$ cat src/rtl/scss_pkg.sv
// ----------------------------------------------------------------------------
// scss_pkg
// Shared types, constants and the shaper table generator for the channel
// strip saturator.
// ----------------------------------------------------------------------------
`default_nettype none

package scss_pkg;

  localparam int SampleWidthDef = 24;
  localparam int CoeffWidthDef  = 16;
  localparam int ShaperDepthDef = 1024;

  localparam int CfgIdxWidth  = 2;
  localparam int CfgDataWidth = 24;
  localparam int SlewWidth    = 24;
  localparam int LevelWidth   = 17;
  localparam int RomWidth     = 18;

  localparam logic [CoeffWidthDef-1:0] HpCoeffRst = CoeffWidthDef'(655);
  localparam logic [SlewWidth-1:0]     SlewRst    = SlewWidth'(8388607);
  localparam logic [LevelWidth-1:0]    DriveRst   = LevelWidth'(0);
  localparam logic [LevelWidth-1:0]    Unity      = LevelWidth'(65536);
  localparam logic [LevelWidth-1:0]    GainRst    = LevelWidth'(65536);

  typedef enum logic [CfgIdxWidth-1:0] {
    CFG_HP_COEFF = 2'd0,
    CFG_SLEW     = 2'd1,
    CFG_DRIVE    = 2'd2,
    CFG_GAIN     = 2'd3
  } cfg_idx_e;

  typedef enum logic [2:0] {
    STEP_MUL_HP = 3'd0,
    STEP_HP     = 3'd1,
    STEP_IDX    = 3'd2,
    STEP_ROM    = 3'd3,
    STEP_BLEND  = 3'd4,
    STEP_SLEW   = 3'd5,
    STEP_GAIN   = 3'd6,
    STEP_DONE   = 3'd7
  } step_e;

  typedef struct packed {
    logic  load;
    logic  run;
    step_e step;
    logic  phase;
  } lane_ctl_t;

  localparam logic [63:0] Q30One    = 64'd1073741824;
  localparam logic [63:0] PiHalfQ30 = 64'd1686629713;
  localparam logic [63:0] KQ30      = 64'd1345735808;
  localparam logic [63:0] EntryMax  = 64'd262143;

  // shift-subtract division, evaluated at elaboration only
  function automatic logic [63:0] udiv(logic [63:0] num, logic [63:0] den);
    logic [63:0] rem;
    logic [63:0] quo;
    rem = '0;
    quo = '0;
    for (int k = 63; k >= 0; k--) begin
      rem = {rem[62:0], num[k]};
      if (rem >= den) begin
        rem    = rem - den;
        quo[k] = 1'b1;
      end
    end
    return quo;
  endfunction

  // sin(pi/2 t^2) / (k t) in q1.17, t = i / (depth-1)
  function automatic logic [RomWidth-1:0] shaper_entry(int unsigned i, int unsigned depth);
    logic [63:0] t, p, z, z2, term, s, kt, e;
    logic [63:0] dens [5];
    dens[0] = 64'd110;
    dens[1] = 64'd72;
    dens[2] = 64'd42;
    dens[3] = 64'd20;
    dens[4] = 64'd6;
    if (i == 0) return '0;
    t  = udiv(64'(i) << 30, 64'(depth - 1));
    p  = (t * t) >> 30;
    z  = (PiHalfQ30 * p) >> 30;
    z2 = (z * z) >> 30;
    term = Q30One;
    for (int k = 0; k < 5; k++) begin
      term = Q30One - udiv((z2 * term) >> 30, dens[k]);
    end
    s  = (z * term) >> 30;
    kt = (KQ30 * t) >> 30;
    if (kt == 0) return '0;
    e = udiv((s << 17) + (kt >> 1), kt);
    if (e > EntryMax) e = EntryMax;
    return e[RomWidth-1:0];
  endfunction

endpackage

`default_nettype wire

$ cat src/rtl/scss_merge.sv
// ----------------------------------------------------------------------------
// scss_merge
// Joins the two lane results into one frame and holds it on the output
// channel until the transfer completes.
// ----------------------------------------------------------------------------
`default_nettype none

module scss_merge
  import scss_pkg::*;
#(
  parameter int SampleWidth = SampleWidthDef
) (
  input  wire logic                         clk_i,
  input  wire logic                         rst_ni,
  input  wire logic                         load_i,
  input  wire logic signed [SampleWidth-1:0] left_i,
  input  wire logic signed [SampleWidth-1:0] right_i,
  input  wire logic                         ready_i,
  output logic                              valid_o,
  output logic [2*SampleWidth-1:0]          data_o
);

  logic                     valid_q;
  logic [2*SampleWidth-1:0] data_q;

  always_ff @(posedge clk_i or negedge rst_ni) begin
    if (!rst_ni) begin
      valid_q <= 1'b0;
    end else if (load_i) begin
      valid_q <= 1'b1;
    end else if (ready_i) begin
      valid_q <= 1'b0;
    end
  end

  always_ff @(posedge clk_i) begin
    if (load_i) data_q <= {right_i, left_i};
  end

  assign valid_o = valid_q;
  assign data_o  = data_q;

endmodule

`default_nettype wire

$ cat config.mk
export PLATFORM = sky130hd
export DESIGN_NAME = scss_merge
export DESIGN_NICKNAME = d
export VERILOG_FILES = /design/src/rtl/scss_pkg.sv /design/src/rtl/scss_merge.sv
export SDC_FILE = /design/constraint.sdc
export NUM_CORES = 1
export LEC_CHECK = 0
export BUFFER_PORTS_ARGS = -buffer_cell sky130_fd_sc_hd__buf_2
export CORE_MARGIN = 2
export CORE_UTILIZATION = 43
export CTS_CLUSTER_DIAMETER = 60
export CTS_CLUSTER_SIZE = 14
export DETAILED_ROUTE_END_ITERATION = 12
export GPL_ROUTABILITY_DRIVEN = 1
export PLACE_DENSITY_LB_ADDON = 0.2
export SYNTH_ARGS = -nofsm -noshare
export SYNTH_HDL_FRONTEND = slang
export SYNTH_SLANG_ARGS = --single-unit
$ cat constraint.sdc
create_clock -name clk_i -period 1.2 [get_ports clk_i]
set_clock_uncertainty 0.2 [all_clocks]
set_input_delay 0.24 -clock clk_i [delete_from_list [all_inputs] [get_ports clk_i]]
set_output_delay 0.24 -clock clk_i [all_outputs]
set_load 0.1 [all_outputs]
==> reports/results.ini, run 1 <==
[clock_network]
clockBufferDepth = 2
root_buffer = clkbuf_4
cts_sinks = 49
post_cts_resized = 0
cts_hold_buf = 51
cts_inserted_buffers = 5
h-tree-depth = 2
post_cts_buffers = 0

[yosys]
netlist_area_mm2 = 0.001478
synth_top_area_share = 0.9754
syn_inst = 51
ys_ff_latch = 49
synth_nets = 103
synthTopCellsByArea = edfxtp_1, dfrtp_1, a21o_1, inv_1
syn_avg_cell_area_um2 = 28.97
yosys_warnings = 0
yosysUniqueCellTypes = 4
synth_area_leader_cell = edfxtp_1
synth_seq_area_share = 0.9924

[floorplanning]
boundaryPins = 101
std_cell_rows = 21
start_util = 0.4463
die_h_um = 62.62
die-width_um = 62.62

[placed_design]
place_ws_ps = 94.91
place_congestion = 0.6548
dp_hpwl_um = 2749
port_buffers = 100

[run_status]
stop_stage = clock tree synthesis (4_1_cts)
outcome = did not finish
error = [ERROR DPL-0038] Utilization greater than 100%, impossible to legalize

[cells by family after synthesis]
kind of cell           Yosys count  share of synthesized area
buffers and inverters            1                   0.002538
AOI/OAI and AO/OA                1                   0.005082
DFF                             49                     0.9924
[stage by stage]
| stage | std cells | setup TNS, ps | hold WS [ps] | instance area [µm²] | util |
|---|---|---|---|---|---|
| after global placement | 199 | 0 | -185.5 | 2813 | 0.8496 |
| after detailed placement | 199 | 0 | -178.2 | 2813 | 0.8496 |
| after floorplan | 51 | -6913 | -255.6 | 1479 | - |
[cell usage after synthesis]
master    instances
dfrtp_1           1
edfxtp_1         48
a21o_1            1
inv_1             1
==> inputs of run 2 (changes only) <==
CORE_UTILIZATION = 30   (was 43)
CTS_CLUSTER_DIAMETER = unset   (was 60)
CTS_CLUSTER_SIZE = unset   (was 14)
PLACE_DENSITY_LB_ADDON = 0.15   (was 0.2)
==> run 2 against run 1 <==
Effect of this change: the flow now finishes, with violations (setup timing); synthesized cell count stayed put; area after synthesis stayed put.
==> reports/results.ini, run 2 <==
[cells_and_area]
syn_to_final_growth_pct = 130.9
drive_gt1_frac = 0.5189
fillers = 293
largest_register_ffs = 48
final_nets = 263
multiInputGateArea_um2 = 7.507
final_util = 0.7224
final_cell_mix = buf_2, buf_12, dlygate4sd3_1, edfxtp_1, clkbuf_8
stdcell_area_mm2 = 0.003412
final_cell_count_no_fill = 279
seqCellArea_mm2 = 0.001468
antenna_cells = 0
layout_commonest_cell = buf_2

[clock_network]
insertion_delay_ps = 280
cts_tree = built
path_clk_slew_ps = 80
cts_inserted_buffers = 5  ; unchanged
clockBufferDepth = 2  ; unchanged
cts_sinks = 49  ; unchanged
root_buffer = clkbuf_8  ; was clkbuf_4
h-tree-depth = 2  ; unchanged

[worst_setup_path]
end_kind = output port
slowest_delay_ps = 430
required_ps = 760
crit_type = flip-flop to output port
arrival_ps = 910
crit_chain = buf_12
crit_buf_inv = 1
crit_slowest_cell = edfxtp_1
cpLargestDelayFamily = flip-flops
path_max_fanout = 1
startpoint_type = flip-flop

[floorplanning]
die_h_um = 74.18  ; was 62.62 µm
boundaryPins = 101  ; unchanged
start_util = 0.3128  ; was 0.4463
die-area_mm2 = 0.005503
std_cell_rows = 25  ; was 21
coreArea_mm2 = 0.004723
die-width_um = 74.18  ; was 62.62 µm

[yosys]
syn_avg_cell_area_um2 = 28.97  ; unchanged
ys.flop_type = edfxtp_1  ; unchanged
synthTopCellsByArea = edfxtp_1, dfrtp_1, a21o_1, inv_1  ; unchanged
synth_area_leader_cell = edfxtp_1  ; unchanged
syn_inst = 51  ; unchanged
synth_seq_area_share = 0.9924  ; unchanged
yosysMostFrequentCell = edfxtp_1  ; unchanged
ys_ff_latch = 49  ; unchanged
yosysUniqueCellTypes = 4  ; unchanged
yosys-top-cells-count = edfxtp_1, a21o_1, dfrtp_1, inv_1  ; unchanged
synthSimpleGateAreaFrac = 0  ; unchanged
synth_edf_count = 48  ; unchanged
synth_fa_ha_area_frac = 0  ; unchanged
synth_top_area_share = 0.9754  ; unchanged
synth_mux_area_frac = 0  ; unchanged
synth_nets = 103  ; unchanged
synth_xor_area_frac = 0  ; unchanged
netlist_area_mm2 = 0.001478  ; unchanged
synth_compound_area_frac = 0.005080  ; unchanged
synth_top_family_by_area = compound AO/OA/AOI/OAI gates  ; unchanged
async_flop_share = 0.02041  ; unchanged
yosys_warnings = 0  ; unchanged

[timing]
relSlewSlack = 0.9015
rsz0062_at_grt = true
hold_slack_ps = 58.01
hold_violations = 0
fin_ws_ps = -149.3
fmax_ghz = 0.7411
drv_slew = 0
setup_violations = 49
min_period_ps = 1349
tightest_slew_ps = 147.7
post-route-period-util = 1.124

[power]
p_leak_nw = 1.420
p_per_area_mw_per_mm2 = 1396
report.power.total_mw = 4.765
worst_ir_drop_vdd_v = 0.0008769

[detailed_routing]
via_per_inst = 3.878
drtAntennaViolNets = 0
routed_wl_um = 3704
dr.pass1.iters = 4
wl_per_cell_um = 13.28
drt-initial-drc-count = 15
vias = 1082
drc_errors = 0

[global_route]
grt-ovfl-total = 0
grt_usage = 0.1403
antenna_found_initial = 0
grt_pass1_vias = 1207
grt_pass1_wl_um = 5444
grt_max_degree = 27

[placed_design]
dpl.cell_count = 222  ; was 199
port_buffers = 100  ; unchanged
place_congestion = 0.6916  ; was 0.6548
dpl_cell_area_mm2 = 0.002841  ; was 0.002813 mm²
dp_hpwl_um = 2489  ; was 2749 µm

[min_path]
hp-class = primary input to async pin

[job]
maxCapViolations = 0

[run_status]
outcome = complete, but fails checks  ; was did not finish
violations = setup timing

## run 2: cell counts after synthesis
No cell type changed its count.
## run 2: report_power, final
group / switching, mW / internal, mW / total, mW
registers: 0.106 / 2.04 / 2.14
logic: 1.09 / 0.658 / 1.74
clock network: 0.464 / 0.414 / 0.878
total: 1.66 / 3.11 / 4.76
## run 2: logic make-up after synthesis
family          after synthesis
buf+inv                       1
compound gates                1
flops                        49
## run 2: through the flow
stage	setup TNS (ps)	setup slack, ps
after detailed placement	0	100.8
final	-6597	-149.3
after CTS	-7558	-169.5
after floorplan	-6913	-144.0
after global placement	0	117.6
after global routing	-8615	-197.8
## run 2: per-layer routing
| metal | vias to the layer above | global-route usage | part of all wire |
|---|---|---|---|
| met1 | 487 | 0.1203 | 0.32 |
| met3 | 4 | 0.06504 | 0.11 |
| met4 | 0 | 0.05051 | 0.0097 |
| li1 | 522 | - | - |
| met2 | 69 | 0.2768 | 0.57 |
| met5 | - | 0 | 0 |
## run 2: path summary, 6_finish.rpt
path	startpoint	to	slack, ps	depth (start not counted)
worst min-delay path	rst_ni	valid_o$_DFFE_PN0P_	60	2
worst min register to register	valid_o$_DFFE_PN0P_	valid_o$_DFFE_PN0P_	340	1
worst max register to register	valid_o$_DFFE_PN0P_	valid_o$_DFFE_PN0P_	280	1
min in group clk_i	ready_i	valid_o$_DFFE_PN0P_	60	3
worst max-delay path	data_o[5]$_DFFE_PP_	data_o[5]	-150	1
max in group asynchronous	rst_ni	valid_o$_DFFE_PN0P_	640	2
## run 2: final cells by class
type                       count  area share
timing repair buffer         153      0.5185
sequential                    49      0.4301
tap                           67     0.02457
clock buffer                   8     0.02347
multi-input combinational      1    0.002200
inverter                       1    0.001100
## run 2: repair_timing
action,in CTS,in global routing
cloned,0,0
endpoints found under the setup margin,49,49
hold buffers,49,0
gates resized for setup,0,0
buffers inserted,0,0
endpoints found under the hold margin,49,0
Power figures use the tool's default switching activity.
==> inputs of run 3 (changes only) <==
RECOVER_POWER = 100   (was unset)
==> run 3 against run 2 <==
Effect of this change: the flow still finishes with violations (setup timing); die area is the same; fmax is essentially flat; clock power is essentially flat; wire length grew 0.16%; hold slack is essentially flat; final area shrank 0.70%; total power shrank 0.16%; largest power group unchanged.
==> reports/results.ini, run 3 (synthesis results as in run 2) <==
[run_status]
outcome = complete, but fails checks  ; unchanged
violations = setup timing  ; unchanged

[placed_design]
dpl.cell_count = 222  ; unchanged
place_congestion = 0.6916  ; unchanged
port_buffers = 100  ; unchanged
dp_hpwl_um = 2489  ; unchanged

[floorplanning]
die_h_um = 74.18  ; unchanged
start_util = 0.3128  ; unchanged
std_cell_rows = 25  ; unchanged
boundaryPins = 101  ; unchanged
die-width_um = 74.18  ; unchanged
die-area_mm2 = 0.005503  ; unchanged
coreArea_mm2 = 0.004723  ; unchanged

[worst_setup_path]
crit_buf_inv = 1  ; unchanged
crit_chain = buf_12  ; unchanged
reg2reg_to = valid_o$_DFFE_PN0P_  ; unchanged
crit_type = flip-flop to output port  ; unchanged
regToRegSetupSlack_ps = 280  ; about the same
startpoint_type = flip-flop  ; unchanged
crit_start = data_o[5]$_DFFE_PP_  ; unchanged
required_ps = 760  ; about the same
end_kind = output port  ; unchanged
cpLargestDelayFamily = flip-flops  ; unchanged
slowest_delay_ps = 430  ; about the same
reg2reg_from = valid_o$_DFFE_PN0P_  ; unchanged
path_max_fanout = 1  ; unchanged
arrival_ps = 910  ; about the same
r2r_cells = 1  ; unchanged
crit_slowest_cell = edfxtp_1  ; unchanged

[cells_and_area]
layout_commonest_cell = buf_2  ; unchanged
final_nets = 263  ; unchanged
final_cell_count_no_fill = 279  ; unchanged
syn_to_final_growth_pct = 129.3  ; was 130.9%
antenna_cells = 0  ; unchanged
largest_register_ffs = 48  ; unchanged
drive_gt1_frac = 0.5047  ; was 0.5189
final_cell_mix = buf_2, dlygate4sd3_1, buf_12, edfxtp_1, clkbuf_1  ; was buf_2, buf_12, dlygate4sd3_1, edfxtp_1, clkbuf_8

[detailed_routing]
via_per_inst = 3.867  ; was 3.878
routed_wl_um = 3710  ; was 3704 µm
wl_met2_um = 2094  ; was 2093 µm
drtAntennaViolNets = 0  ; unchanged
dr.pass1.iters = 4  ; unchanged
drt-initial-drc-count = 25  ; was 15
wl_per_cell_um = 13.30  ; was 13.28 µm
drc_errors = 0  ; unchanged
dr_wl_met3_um = 404  ; was 403 µm
vias = 1079  ; was 1082
routed.top_layer = met4  ; unchanged
wl_met1_um = 1175  ; was 1171 µm

[timing]
setup_tns_ps = -6622  ; was -6597 ps
hold_violations = 0  ; unchanged
tightest_slew_ps = 485.4  ; was 147.7 ps
fmax_ghz = 0.7410  ; was 0.7411 GHz
post-route-period-util = 1.125  ; was 1.124
relSlewSlack = 0.6764  ; was 0.9015
fin_ws_ps = -149.6  ; was -149.3 ps
setup_violations = 49  ; unchanged
drv_slew = 0  ; unchanged
min_period_ps = 1350  ; was 1349 ps
rsz0062_at_grt = true  ; unchanged

[clock_network]
cts_sinks = 49  ; unchanged
path_clk_slew_ps = 80  ; about the same
clockBufferDepth = 2  ; unchanged
cts_tree = built  ; unchanged
root_buffer = clkbuf_8  ; unchanged
post_cts_resized = 0  ; unchanged
h-tree-depth = 2  ; unchanged
insertion_delay_ps = 280  ; about the same
cts_inserted_buffers = 5  ; unchanged

[global_route]
grt_pass1_vias = 1207  ; unchanged
grt_usage = 0.1403  ; unchanged
grt_max_degree = 27  ; unchanged
grt-ovfl-total = 0  ; unchanged
grt_pass1_wl_um = 5444  ; unchanged
antenna_found_initial = 0  ; unchanged

[power]
worst_ir_drop_vdd_v = 0.0008775  ; was 0.0008769 V
p_per_area_mw_per_mm2 = 1404  ; was 1396 mW/mm²
p_leak_nw = 1.405  ; was 1.420 nW

[job]
maxCapViolations = 0  ; unchanged

[min_path]
hp-class = primary input to async pin  ; unchanged

run 3: cell types whose count changed in the layout (fill, tap and decap cells not counted):
| cell | delta |
|---|---|
| buf_2 | -1 |
| buf_12 | -1 |
| clkbuf_1 | +3 |
| buf_4 | -3 |
| clkbuf_4 | +1 |
| clkbuf_2 | +1 |
run 3: worst max-delay path by stage:
stage,endpoint,cells after the start,slack (ps)
global route,data_o[40],1,-200
global placement,data_o[40]$_DFFE_PP_,2,120
detailed placement,data_o[30]$_DFFE_PP_,2,100
finish,data_o[5],1,-150
CTS,data_o[5],1,-170
floorplan,data_o[0],0,-140
run 3: what timing repair did:
action / in CTS / in global routing
cloned: 0 / 0
hold endpoints to repair: 49 / 0
hold buffers: 49 / 0
endpoints found under the setup margin: 49 / 49
setup buffers: 0 / 0
run 3: per-stage QoR:
stage | hold WS, ps | total power [mW] | instance area [µm²] | worst slack (ps) | util
after floorplan | -255.6 | 3.072 | 1479 | -144.0 | -
after global placement | -185.6 | 3.792 | 2841 | 117.6 | 0.6016
after detailed placement | -179.8 | 3.810 | 2841 | 100.8 | 0.6016
after CTS | 12.51 | 4.818 | 3412 | -169.5 | 0.7224
after global routing | 42.13 | 4.922 | 3388 | -197.8 | 0.7174
final | 57.92 | 4.757 | 3388 | -149.6 | 0.7174
run 3: layout make-up:
type                    instances  area, µm²
repair buffers                153       1745
flip-flops and latches         49       1468
clock buffers                   8      80.08
multi-input cells               1      7.507
fillers                       296       1335
inverters                       1      3.754
well taps                      67      83.83
run 3: layer usage:
metal	GRT usage	up-vias
met2	0.2768	69
met1	0.1203	485
met4	0.05051	0
met5	0	-
met3	0.06504	4
li1	-	521
run 3: where the power goes:
group,switching (mW),leakage (nW),internal (mW)
sequential,0.106,0.480,2.04
clock,0.466,0.0395,0.414
combinational,1.09,0.885,0.648
total,1.66,1.40,3.10
